### src/hdl/fic_pkg.sv
// fic_pkg: types, codes and the CRC byte-fold function of the frame integrity checker.
// No dependencies; imported by frame_integrity_checker, fic_front and fic_back.
package fic_pkg;

   localparam int COUNTER_BITS_DEFAULT = 32;
   localparam int CMD_DEPTH_DEFAULT    = 4;
   localparam int RSP_DEPTH_DEFAULT    = 4;
   localparam int CSR_INDEX_BITS       = 8;

   // Configuration register indexes
   localparam logic [CSR_INDEX_BITS-1:0] CSR_EXPECTED_SIZE = 8'd0;
   localparam logic [CSR_INDEX_BITS-1:0] CSR_CRC_PERIOD    = 8'd1;

   // Item kinds
   localparam logic REQ_HEADER = 1'b0;
   localparam logic REQ_DATA   = 1'b1;

   // CRC verdicts
   localparam logic [1:0] CRC_NOT_SAMPLED = 2'd0;
   localparam logic [1:0] CRC_ABSENT      = 2'd1;
   localparam logic [1:0] CRC_MATCH       = 2'd2;
   localparam logic [1:0] CRC_MISMATCH    = 2'd3;

   localparam logic [31:0] CRC32_POLY = 32'hEDB8_8320;
   localparam logic [31:0] CRC32_INIT = 32'hFFFF_FFFF;

   typedef struct packed {
      logic        req_type;
      logic        has_payload;
      logic        length_known;
      logic [31:0] length_reported;
      logic        crc_given;
      logic [31:0] reported_crc;
      logic [7:0]  data_byte;
      logic        last_byte;
   } req_item_type;

   typedef struct packed {
      logic [31:0] frame_total;
      logic        size_fault;
      logic [1:0]  crc_status;
      logic [31:0] computed_crc;
      logic [31:0] size_fault_total;
      logic [31:0] crc_checked_total;
      logic [31:0] crc_bad_total;
      logic [31:0] crc_missing_total;
   } rsp_item_type;

   // Classified command passed from the front end to the back end
   typedef struct packed {
      logic        is_data;
      logic        has_payload;
      logic        crc_given;
      logic        size_fault;
      logic        no_limit;
      logic [31:0] length;
      logic [31:0] crc;
      logic [7:0]  data_byte;
      logic        last_byte;
   } cmd_type;

   // Reflected CRC-32, one byte
   function automatic logic [31:0] crc32_fold_byte(input logic [31:0] crc,
                                                   input logic [7:0]  data);
      logic [31:0] c;
      c = crc ^ {24'd0, data};
      for (int i = 0; i < 8; i++) begin
         c = c[0] ? ((c >> 1) ^ CRC32_POLY) : (c >> 1);
      end
      return c;
   endfunction

endpackage

### src/hdl/fic_back.sv
// fic_back: executes commands one per cycle while the result queue has room:
// frame counting, sampling phase, CRC folding, verdicts and totals. Depends on fic_pkg.
module fic_back import fic_pkg::*; #(
   parameter int COUNTER_BITS = COUNTER_BITS_DEFAULT
) (
   input  logic         clock,
   input  logic         reset,
   input  logic [31:0]  crc_period,
   input  cmd_type      cmd,
   input  logic         cmd_empty,
   output logic         cmd_pop,
   input  logic         rsp_full,
   output logic         rsp_push,
   output rsp_item_type rsp_item
);

   typedef logic [COUNTER_BITS-1:0] count_type;

   count_type   frame_count_ff,      frame_count_in;
   count_type   size_fault_count_ff, size_fault_count_in;
   count_type   checked_count_ff,    checked_count_in;
   count_type   mismatch_count_ff,   mismatch_count_in;
   count_type   missing_count_ff,    missing_count_in;
   logic [31:0] sample_phase_ff,     sample_phase_in;
   logic [31:0] crc_accum_ff,        crc_accum_in;
   logic [31:0] bytes_seen_ff,       bytes_seen_in;
   logic [31:0] byte_limit_ff,       byte_limit_in;
   logic [31:0] frame_crc_ff,        frame_crc_in;
   logic        pend_ff,             pend_in;
   logic        size_flag_ff,        size_flag_in;
   logic        no_limit_ff,         no_limit_in;

   logic        fire;
   logic        emit;
   logic [31:0] phase_next;
   logic        sampled;
   logic [31:0] folded;
   logic        take_byte;

   function automatic count_type sat_inc(input count_type v);
      return (v == '1) ? v : v + 1'b1;
   endfunction

   assign fire    = !cmd_empty && !rsp_full;
   assign cmd_pop = fire;

   assign phase_next = sample_phase_ff + 32'd1;
   assign sampled    = (crc_period != 32'd0) && (phase_next >= crc_period);
   assign take_byte  = no_limit_ff || (bytes_seen_ff < byte_limit_ff);
   assign folded     = crc32_fold_byte(crc_accum_ff, cmd.data_byte);

   always_comb begin
      frame_count_in      = frame_count_ff;
      size_fault_count_in = size_fault_count_ff;
      checked_count_in    = checked_count_ff;
      mismatch_count_in   = mismatch_count_ff;
      missing_count_in    = missing_count_ff;
      sample_phase_in     = sample_phase_ff;
      crc_accum_in        = crc_accum_ff;
      bytes_seen_in       = bytes_seen_ff;
      byte_limit_in       = byte_limit_ff;
      frame_crc_in        = frame_crc_ff;
      pend_in             = pend_ff;
      size_flag_in        = size_flag_ff;
      no_limit_in         = no_limit_ff;
      emit                     = 1'b0;
      rsp_item.size_fault      = 1'b0;
      rsp_item.crc_status      = CRC_NOT_SAMPLED;
      rsp_item.computed_crc    = 32'd0;

      if (fire && !cmd.is_data) begin
         // header: any unfinished frame is dropped
         pend_in         = 1'b0;
         frame_count_in  = sat_inc(frame_count_ff);
         if (cmd.size_fault) begin
            size_fault_count_in = sat_inc(size_fault_count_ff);
         end
         sample_phase_in = sampled ? 32'd0 : phase_next;
         rsp_item.size_fault = cmd.size_fault;
         if (!sampled || !cmd.has_payload) begin
            emit = 1'b1;
         end else if (!cmd.crc_given) begin
            emit                = 1'b1;
            missing_count_in    = sat_inc(missing_count_ff);
            rsp_item.crc_status = CRC_ABSENT;
         end else begin
            crc_accum_in  = CRC32_INIT;
            bytes_seen_in = 32'd0;
            frame_crc_in  = cmd.crc;
            byte_limit_in = cmd.no_limit ? 32'd0 : cmd.length;
            pend_in       = 1'b1;
            no_limit_in   = cmd.no_limit;
            size_flag_in  = cmd.size_fault;
         end
      end else if (fire && pend_ff) begin
         if (take_byte) begin
            crc_accum_in = folded;
            if (bytes_seen_ff != 32'hFFFF_FFFF) begin
               bytes_seen_in = bytes_seen_ff + 32'd1;
            end
         end
         if (cmd.last_byte) begin
            emit                  = 1'b1;
            pend_in               = 1'b0;
            checked_count_in      = sat_inc(checked_count_ff);
            rsp_item.size_fault   = size_flag_ff;
            rsp_item.computed_crc = crc_accum_in;
            if (crc_accum_in == frame_crc_ff) begin
               rsp_item.crc_status = CRC_MATCH;
            end else begin
               rsp_item.crc_status = CRC_MISMATCH;
               mismatch_count_in   = sat_inc(mismatch_count_ff);
            end
         end
      end

      rsp_item.frame_total       = 32'(frame_count_in);
      rsp_item.size_fault_total  = 32'(size_fault_count_in);
      rsp_item.crc_checked_total = 32'(checked_count_in);
      rsp_item.crc_bad_total     = 32'(mismatch_count_in);
      rsp_item.crc_missing_total = 32'(missing_count_in);
   end

   assign rsp_push = emit;

   always_ff @(posedge clock) begin
      if (reset) begin
         frame_count_ff      <= '0;
         size_fault_count_ff <= '0;
         checked_count_ff    <= '0;
         mismatch_count_ff   <= '0;
         missing_count_ff    <= '0;
         sample_phase_ff     <= '0;
         crc_accum_ff        <= CRC32_INIT;
         bytes_seen_ff       <= '0;
         byte_limit_ff       <= '0;
         frame_crc_ff        <= '0;
         pend_ff             <= 1'b0;
         size_flag_ff        <= 1'b0;
         no_limit_ff         <= 1'b0;
      end else begin
         frame_count_ff      <= frame_count_in;
         size_fault_count_ff <= size_fault_count_in;
         checked_count_ff    <= checked_count_in;
         mismatch_count_ff   <= mismatch_count_in;
         missing_count_ff    <= missing_count_in;
         sample_phase_ff     <= sample_phase_in;
         crc_accum_ff        <= crc_accum_in;
         bytes_seen_ff       <= bytes_seen_in;
         byte_limit_ff       <= byte_limit_in;
         frame_crc_ff        <= frame_crc_in;
         pend_ff             <= pend_in;
         size_flag_ff        <= size_flag_in;
         no_limit_ff         <= no_limit_in;
      end
   end

   a_header_counts: assert property (@(posedge clock) disable iff (reset)
      fire && !cmd.is_data |=> frame_count_ff != '0)
      else $error("frame counter zero after a header");

   a_data_verdict: assert property (@(posedge clock) disable iff (reset)
      emit && cmd.is_data |->
         rsp_item.crc_status == CRC_MATCH || rsp_item.crc_status == CRC_MISMATCH)
      else $error("data result without a CRC verdict");

   a_unsampled_crc_zero: assert property (@(posedge clock) disable iff (reset)
      emit && (rsp_item.crc_status == CRC_NOT_SAMPLED ||
               rsp_item.crc_status == CRC_ABSENT) |-> rsp_item.computed_crc == 32'd0)
      else $error("computed CRC set on an unchecked frame");

   a_result_closes_frame: assert property (@(posedge clock) disable iff (reset)
      emit |=> !pend_ff)
      else $error("frame still pending after its result");

endmodule
### config.mk
export PLATFORM = sky130hd
export DESIGN_NAME = fic_back
export DESIGN_NICKNAME = d
export VERILOG_FILES = /design/src/hdl/fic_pkg.sv /design/src/hdl/fic_back.sv
export SDC_FILE = /design/constraint.sdc
export NUM_CORES = 1
export LEC_CHECK = 0
export BUFFER_PORTS_ARGS = -buffer_cell sky130_fd_sc_hd__buf_2
export CORE_MARGIN = 3
export CORE_UTILIZATION = 55
export DETAILED_ROUTE_END_ITERATION = 16
export GPL_TIMING_DRIVEN = 0
export PLACE_DENSITY = 0.84
export SYNTH_ARGS = -nofsm -noshare
export SYNTH_HDL_FRONTEND = slang
export SYNTH_SLANG_ARGS = --single-unit
export TNS_END_PERCENT = 10
### constraint.sdc
create_clock -name clock -period 7.4 [get_ports clock]
set_clock_uncertainty 0.1 [all_clocks]
set_input_delay 1.85 -clock clock [delete_from_list [all_inputs] [get_ports clock]]
set_output_delay 1.85 -clock clock [all_outputs]
set_load 0.005 [all_outputs]
==> metrics <==
status=completed; r2r endpoint=byte_limit_ff[27]; peak per-stage delay on the critical path=370 ps; via count of the first global-routing pass=17500; TritonCTS clock tree=built; Hold Path Cell Cnt=2; switching power summed over all nets=0.930 mW; Final TNS setup=0 ps; reg-to-reg startpoint=sample_phase_ff[2]; number of antenna violations at the first check in global routing=0; Chip Width=189 um; final setup violating endpoints=0; primary flip-flop cell chosen by synthesis mapping=dfxtp_1; number of antenna cells inserted=0; worst setup timing slack at the placement stage=-462 ps; Tmin final=7350 ps; IR drop worst, VDD=between 0.15 and 0.2 mV; Lkg Pwr=9.87 nW; Clock Tree Buf Depth=3; WP data arrival=between 5000 and 6000 ps; wire per inst=19.1 um; Warnings, synthesis=0; switch share=0.241; footprint of the multi-input gates=11400 sq um; post-synthesis async set-or-reset flop share=0; via/cell ratio=5.81; Post-Route Utilization=0.680; element type at the critical path end=output pin; largest driver fanout on the critical path=10; core footprint=between 30000 and 40000 sq um; kind of start point of the critical path=input port; post-layout power=about 3.9 mW; source-to-sink clock delay at the later pin of the worst-skew pair=530 ps; I/O Buffers=310; number of DRC markers after the initial detailed-route iteration=1458; Internal=between 2 and 3 mW; Layout fillers=2686; count of maximum capacitance violations=0; synth unique cells=between 70 and 80; Clk network pwr share=0.475; net total in the final layout=2770; slack of the worst reg-to-reg path=1770 ps; initial standard-cell utilization of the core=0.562; global-route wire length before repair=around 90000 um; number of flip-flops and latches in the synthesized netlist=323; worst slew margin relative to its limit=0.422; total power density per cell area=173 nW/um^2; via count=between 15000 and 20000; layout cells sized above 1=0.193; number of top-level design ports=311; worst path cell trace=buf_2 -> xnor2_4 -> buf_12 -> xnor2_4 -> xnor2_4 -> a221o_1 -> or3_1 -> o41ai_2 -> o221ai_2 -> nor4_4 -> and2_4 -> buf_6 -> buf_6 -> buf_6 -> o41ai_2 -> nand2_1 -> buf_2; post-synthesis sequential area ratio=0.350; critical path required time=between 5000 and 6000 ps; GR Util All Layers=0.310; number of clock sinks=approximately 320; final cell count without fillers=~3000; Area Growth Syn to Fin=20.8%; hold slack final=355 ps; area taken by flip-flops and latches=6470 sq um; maximum clock frequency=between 100 and 150 MHz; WHS Endpoint=frame_crc_ff[29]; level count of the clock H-tree=2; number of enable flip-flop cells after synthesis=0; part of the total power dissipated in combinational logic=0.075; total of hold buffers inserted after clock tree synthesis=0; sequential fraction of design power=0.450; Post-Synthesis Net Count=~2400; class of the worst hold path=reg -> reg; clock root buffer=clkbuf_16; instance count after placement with tap cells included=approximately 3000; logic depth of the worst register-to-register path=23; first-pass iteration count of the detailed router=8; Total Wirelength=58200 um; instance area at placement=20600 sq um; clk slew on worst S/H paths=60 ps; slew at the pin closest to its max-slew limit=around 860 ps; final instance area=between 20000 and 25000 sq um; number of design rule violations left after detail routing=0; max-slew violations=0; number of placement rows=66; count of nets left with antenna violations after detail routing=0; Synth Instances=2212; area of the mapped netlist=18500 sq um; type of the worst setup path=in -> out; per-instance average area after synthesis=about 8.4 sq um; final hold violation count=0; Chip Height=189 um; placed wire-length estimate after detailed placement=43700 um; pin count of the biggest net entering global routing=15; Die Area=35800 sq um; final critical-path setup slack=about 52 ps; CP max stage cell=or3_1; placer's final routability congestion estimate=1.01; share of the clock period used by the worst path after layout=0.993; total gr overflow=0; RSZ-0062 raised after global routing=yes; beginning of the worst hold path=frame_crc_ff[29]; number of CTS-inserted buffers=37
## timing repair
item                                   CTS  global route
gates cloned                             0             0
pin swaps                                3            11
endpoints found under the hold margin    0             0
setup endpoints to repair               65            57
resized for setup                       20            32
buffers inserted                         4            25
## power by group through the flow
stage               clock, mW  sequential, mW  combinational [mW]
floorplan                   0            1.78               0.150
global placement            0            1.78               0.245
detailed placement          0            1.78               0.247
CTS                      1.85            1.74               0.252
global route             1.93            1.74               0.303
finish                   1.84            1.74               0.289
## cells in the mapped netlist (all sizes together), types with 10 or more instances
cell type    n  share of area
a21o        19         0.0077
a21oi      137          0.037
a22o        35          0.017
a2bb2oi     22          0.010
and2       138          0.047
and3        40          0.014
and4        13         0.0062
buf         19         0.0058
clkbuf      84          0.017
dfxtp      323           0.35
ha          70          0.047
inv        115          0.023
mux2        23          0.016
nand2      238          0.048
nand3      100          0.027
nand3b      10         0.0041
nand4       59          0.020
nor2       153          0.031
nor2b       19         0.0064
nor3        51          0.015
nor4        33          0.014
o21a        14         0.0057
o21ai       46          0.012
o22a        14         0.0066
o31ai       11         0.0045
or3         30          0.010
or4         23         0.0093
xnor2      165          0.088
xor2       109          0.052
## logic make-up (layout without fill, tap and decap cells)
kind of cell / after synthesis / in the layout / synth area share
and+or+nand+nor: 931 / 931 / 0.261
AOI/OAI and AO/OA: 363 / 363 / 0.130
DFF: 323 / 323 / 0.350
xor gates and xnor gates: 281 / 281 / 0.148
buffers and inverters: 218 / 618 / 0.0462
adders and majority gates: 70 / 70 / 0.0474
muxes: 26 / 26 / 0.0173
## cell type report
cell class              count  share of cell area
repair buffers            339              0.0820
flip-flops and latches    323               0.290
clock buffers              47              0.0472
clock inverters            18             0.00717
multi-input cells        1671               0.511
plain buffers              99              0.0189
well taps                 442              0.0248
inverters                 115              0.0193
## layer usage
metal,global-route usage,part of all wire,vias up
met1,0.368,0.39,8410
met4,0.130,0.046,0
met2,0.533,0.47,737
li1,-,-,8421
met3,0.0804,0.091,162
met5,0,0,-
## cell usage in the layout (no fill, tap or decap), types with 37 or more instances in the layout
cell type,n
a21oi_1,136
and2_1,137
and3_1,38
buf_2,316
clkbuf_1,76
clkbuf_16,37
dfxtp_1,322
ha_1,70
inv_1,115
nand2_1,238
nand3_1,99
nand4_1,59
nor2_1,149
nor3_1,46
o21ai_0,41
xnor2_1,143
xor2_1,106
## how the worst max path moves through the flow
| stage | depth (start not counted) | startpoint | slack (ps) | end |
|---|---|---|---|---|
| global placement | 11 | cmd[77] | -590 | rsp_item[123] |
| finish | 17 | cmd[2] | 50 | rsp_item[63] |
| detailed placement | 16 | cmd[7] | -460 | rsp_item[63] |
| floorplan | 13 | cmd[7] | 770 | rsp_item[33] |
| CTS | 17 | cmd[4] | -80 | rsp_item[63] |
| global route | 16 | cmd[2] | -50 | rsp_item[33] |
## critical path: cells and delay by family
family,cells,cell delay (ps)
XOR/XNOR,3,660
AO/OA/AOI/OAI,4,930
buffers and inverters,6,890
AND/OR/NAND/NOR,4,1050
## state kept, by name, summed over array words and instances (netlist names)
register,count
crc_accum_ff,32
frame_count_ff,32
frame_crc_ff,32
missing_count_ff,32
mismatch_count_ff,32
bytes_seen_ff,32
byte_limit_ff,32
size_fault_count_ff,32
no_limit_ff,1
sample_phase_ff,32
size_flag_ff,1
pend_ff,1
checked_count_ff,32
Power figures use the tool's default switching activity.
